$ cat src/sv/fbb_ram.sv
// generic single-clock ram, one write port, one registered read port
module fbb_ram #(
	parameter int WIDTH = 32,
	parameter int DEPTH = 16,
	localparam int AW = (DEPTH > 1) ? $clog2(DEPTH) : 1
) (
	input  logic             clk,
	input  logic             we,
	input  logic [AW-1:0]    waddr,
	input  logic [WIDTH-1:0] wdata,
	input  logic [AW-1:0]    raddr,
	output logic [WIDTH-1:0] rdata
);

	logic [WIDTH-1:0] mem [DEPTH];

	always_ff @(posedge clk) begin
		if (we) begin
			mem[waddr] <= wdata;
		end
		rdata <= mem[raddr];
	end

endmodule

$ cat config.mk
export PLATFORM = sky130hd
export DESIGN_NAME = fbb_ram
export DESIGN_NICKNAME = d
export VERILOG_FILES = /design/src/sv/fbb_ram.sv
export SDC_FILE = /design/constraint.sdc
export NUM_CORES = 1
export LEC_CHECK = 0
export ABC_CLOCK_PERIOD_IN_PS = 7060
export BUFFER_PORTS_ARGS = -buffer_cell sky130_fd_sc_hd__buf_2
export CAP_MARGIN = 25
export CORE_MARGIN = 10
export CORE_UTILIZATION = 55
export CTS_BUF_LIST = sky130_fd_sc_hd__clkbuf_8
export DETAILED_ROUTE_END_ITERATION = 10
export PLACE_DENSITY = 0.72
export SKIP_LAST_GASP = 1
export SLEW_MARGIN = 20
export SYNTH_ARGS = -nofsm -noshare
export SYNTH_HDL_FRONTEND = slang
export SYNTH_SLANG_ARGS = --single-unit
$ cat constraint.sdc
create_clock -name clk -period 7.06 [get_ports clk]
set_input_delay 1.412 -clock clk [delete_from_list [all_inputs] [get_ports clk]]
set_output_delay 1.412 -clock clk [all_outputs]
set_load 0.01 [all_outputs]
# Word level (Yosys, flattened, before mapping)
# Memories as Yosys holds them, arrays and structs flattened. A register that Yosys moved wholly into a read port is not among the register bits.
# Index checks and enable logic that the tools add are counted.
# totals
regBits	0
ram_bits	512
out_inout_bits	32
elab_cells	3
n_memories	1
# classes
muxes	2
# mem_list
memory	depth	word_bits	read_ports	rd_clocked_by_memory_dff	wr	line_no	rtl
mem	16	32	1	1	1	15	logic [WIDTH-1:0] mem [DEPTH];
# ops
cell	count
2-to-1 mux 1 bit	2

# Depth between registers and ports, before layout
# logic_depth
depth_word	2
depth_mapped	5
mapped_depth_nobuf	3

# Worst setup path before layout
# No wires, ideal clock.
# synth_path
kind	input port to flip-flop
startpoint	input port waddr[2]
endpoint	memory mem[0][0] (enable)
arrival_time_ns	4.130
setup_slack_ns	2.468
stages	2
cell_sequence	or3b_2 nor3_1
# synth_rtl
item	line_no	rtl
start, declared	9	input logic [AW-1:0] waddr,
end, declared	15	
# Straight into the memory's write port.

==> flow_summary_export.csv <==
group,metric,value,unit
grt,grt_pass1_wl,60920,µm
critical_path,cp.arrival,3.69,ns
clock_tree,clock_path_buffers,3,
synth,synthMuxAreaShare,0.1452,
floorplanning,io_pins,74,
place,post-place-ws,3.147,ns
floorplanning,start_util,0.5582,
synth,synth_compound_area_frac,0.02420,
place,place_congestion,0.7137,
synth,ys_seq_elements,544,
place,dp_hpwl,19420,µm
sta,max_freq,312.3,MHz
critical_path,max_stage_delay,0.70,ns
hold_path,hold_path_class,"reg -> reg",
sta,final_max_slew_viol_count,0,
clock_tree,cts_resized,0,
clock_tree,root_buffer,"clkbuf_8",
sta,tightest_slew,0.9317,ns
finish,ff_latch_area,16020,µm²
grt,grt_pass1_vias,9691,
synth,ys_warn_count,0,
clock_tree,path_clk_slew,0.06,ns
routing,wl_per_cell,26.95,µm
pwr,p_int,0.005012,W
routing,antenna_left,0,
critical_path,critical_path.max_fanout,74,
sta,skew,0.01814,ns
pwr,leakagePower,7.392,nW
floorplanning,dieHeight,210.0,µm
synth,synth-xor-area-share,0,
run_status,status,"finished clean",
routing,drcViolationCount,0,
pwr,p_switching,0.001335,W
sta,period_share,0.4535,
floorplanning,core,35570,µm²
sta,maxSlewHeadroom,0.3789,
grt,antenna_found_initial,3,
synth,synth_fa_ha_area_frac,0,
routing,via_per_inst,6.067,
synth,synth_top_family_by_area,"multiplexers",
floorplanning,die_x,210.0,µm
pwr,peakVddDrop,0.0001949,V
pwr,pwr-share-comb,0.049,
sta,finalSetupViolations,0,
synth,netlist_area,19850,µm²
routing,routed_wl,40560,µm
synth,syn_nets,880,
routing,dr.pass1.iters,6,
synth,yosysTopAreaCell,"edfxtp_1",
floorplanning,die_area,44100,µm²
clock_tree,cts.sink_count,544,
synth,synth_top_area_share,0.7744,
synth,synth_cell_types,18,
finish,multi_input_area,3750,µm²
grt,grt_max_degree,75,
pwr,clkPwrFrac,0.378,
clock_tree,ctsHoldBuffers,0,
finish,n_fill_cell,2365,
clock_tree,worstSkewPairLatency,0.61,ns
place,io_buffer_count,73,
clock_tree,cts_htree_levels,3,
sta,setup_slack,3.858,ns
sta,rsz0062_at_grt,"no",
finish,utilization,0.6322,
clock_tree,cts_buffers,84,
grt,overflow,0,
sta,finalSetupTns,0,ns
pwr,powerDensity,282.3,nW/µm²
clock_tree,tritoncts,"built",
critical_path,worstSetupEndpointType,"register",
critical_path,start_kind,"input pin",
synth,synth_area_leaders,"edfxtp_1 77%, mux4_2 15%, dfxtp_1 3.2%",
pwr,p_sw_frac,0.2103,
critical_path,critPathKind,"in -> reg",
synth,syn_inst,838,
flow_run,drv_cap,0,
sta,fin_crit,3.202,ns
critical_path,path_cells,"clkbuf_8 -> buf_4 -> mux4_2 -> a22oi_1 -> nand2_1",
critical_path,path_delay_family,"buffers and inverters",
critical_path,slowest_stage,"clkbuf_8",
finish,drive_above_1_share,0.3337,
critical_path,worstPathRequired,7.55,ns
synth,synth-simple-area-share,0.01273,
routing,first_iter_violations,1043,
critical_path,crit_buf_inv,2,
grt,grt_usage,0.1868,
sta,hold_violations,0,
finish,nets,1020,
clock_tree,postCtsSetupRepairBufs,0,
finish,syn_to_final_growth,13.26,%
synth,ys_seq_area_frac,0.8067,
floorplanning,num_rows,69,
synth,avgSynthCellArea,23.69,µm²
pwr,p_seq_frac,0.573,
routing,num_vias,9131,
[power groups by stage]
| stage | clock (W) | combinational (W) | sequential [W] |
|---|---|---|---|
| after global placement | 0 | 0.000309 | 0.00370 |
| after floorplan | 0 | 0.000173 | 0.00371 |
| after detailed placement | 0 | 0.000316 | 0.00370 |
| after CTS | 0.00244 | 0.000317 | 0.00364 |
| final | 0.00240 | 0.000312 | 0.00363 |
| after global routing | 0.00261 | 0.000339 | 0.00364 |
[metrics by stage]
step	cell area (µm²)	std cells	total power, W	hold WS (ns)
2_1_floorplan	19850	838	0.003879	0.6349
3_3_place_gp	20890	1352	0.004008	0.6464
3_5_place_dp	20910	1353	0.004019	0.6534
4_1_cts	22480	1504	0.006397	0.6529
5_1_grt	22480	1504	0.006587	0.6830
6_report	22490	1505	0.006347	0.6602
[worst reg2reg max path: cells and delay by family, from the launching register on]
kind / cells / cell delay (ns)
compound gates: 1 / 0.23
flops: 1 / 0.37
mux: 1 / 0.46
simple gates: 1 / 0.12
[registers in the layout (all words and copies together), names as in the netlist]
register,count
rdata,32
mem,512
[layout make-up]
| cell class | count | area share |
|---|---|---|
| diodes | 1 | 0.0001113 |
| multi-input cells | 251 | 0.1668 |
| clock inverters | 55 | 0.01118 |
| clock buffers | 96 | 0.05876 |
| well taps | 461 | 0.02565 |
| flip-flops and latches | 544 | 0.7122 |
| repair buffers | 97 | 0.02532 |
[placed cells by master (no fill, tap or decap)]
master | synthesis | layout
a22oi_1 | 64 | 64
and2_2 | 0 | 1
buf_12 | 0 | 1
buf_2 | 4 | 71
buf_4 | 11 | 24
bufinv_16 | 0 | 1
clkbuf_8 | 0 | 97
clkinv_1 | 0 | 11
clkinv_2 | 0 | 1
clkinvlp_4 | 0 | 2
dfxtp_1 | 32 | 32
diode_2 | 0 | 1
edfxtp_1 | 512 | 512
inv_1 | 0 | 38
inv_6 | 0 | 2
mux4_2 | 128 | 128
nand2_1 | 33 | 33
nand2b_1 | 2 | 2
nand3_1 | 1 | 1
nand3b_1 | 2 | 2
nor2_4 | 0 | 13
nor2b_4 | 0 | 2
nor3_2 | 0 | 4
or3b_2 | 1 | 1
[logic make-up after synthesis]
kind of cell | after synthesis
mux | 128
buf+inv | 43
compound gates | 64
simple gates | 59
flops | 544
[final timing paths]
path,start,endpoint,slack (ns),cells after the start
worst min register to register,mem[15][9],rdata[9],0.66,3
worst max-delay path,raddr[0],rdata[21],3.86,5
worst max register to register,mem[8][31],rdata[31],5.75,3
worst min-delay path,mem[15][9],rdata[9],0.66,3
[cells in the mapped netlist]
| cell type | number |
|---|---|
| a22oi_1 | 64 |
| clkbuf_1 | 17 |
| and2_1 | 1 |
| buf_1 | 9 |
| edfxtp_1 | 512 |
| nor2b_1 | 2 |
| or3b_2 | 1 |
| nand2_1 | 33 |
| buf_4 | 11 |
| buf_2 | 4 |
| nand3b_1 | 2 |
| dfxtp_1 | 32 |
| nor3_1 | 4 |
| mux4_2 | 128 |
| nor2_1 | 13 |
| nand3_1 | 1 |
| buf_6 | 2 |
| nand2b_1 | 2 |
[layer usage]
metal  GRT usage  vias up  part of all wire
met4     0.05160        4             0.014
met1      0.2527     4795              0.40
met2      0.2990      424              0.50
met5           0        -           0.00074
met3     0.04716       47             0.089
li1            -     3861                 -
No activity file was read; power rests on OpenSTA's default activity.
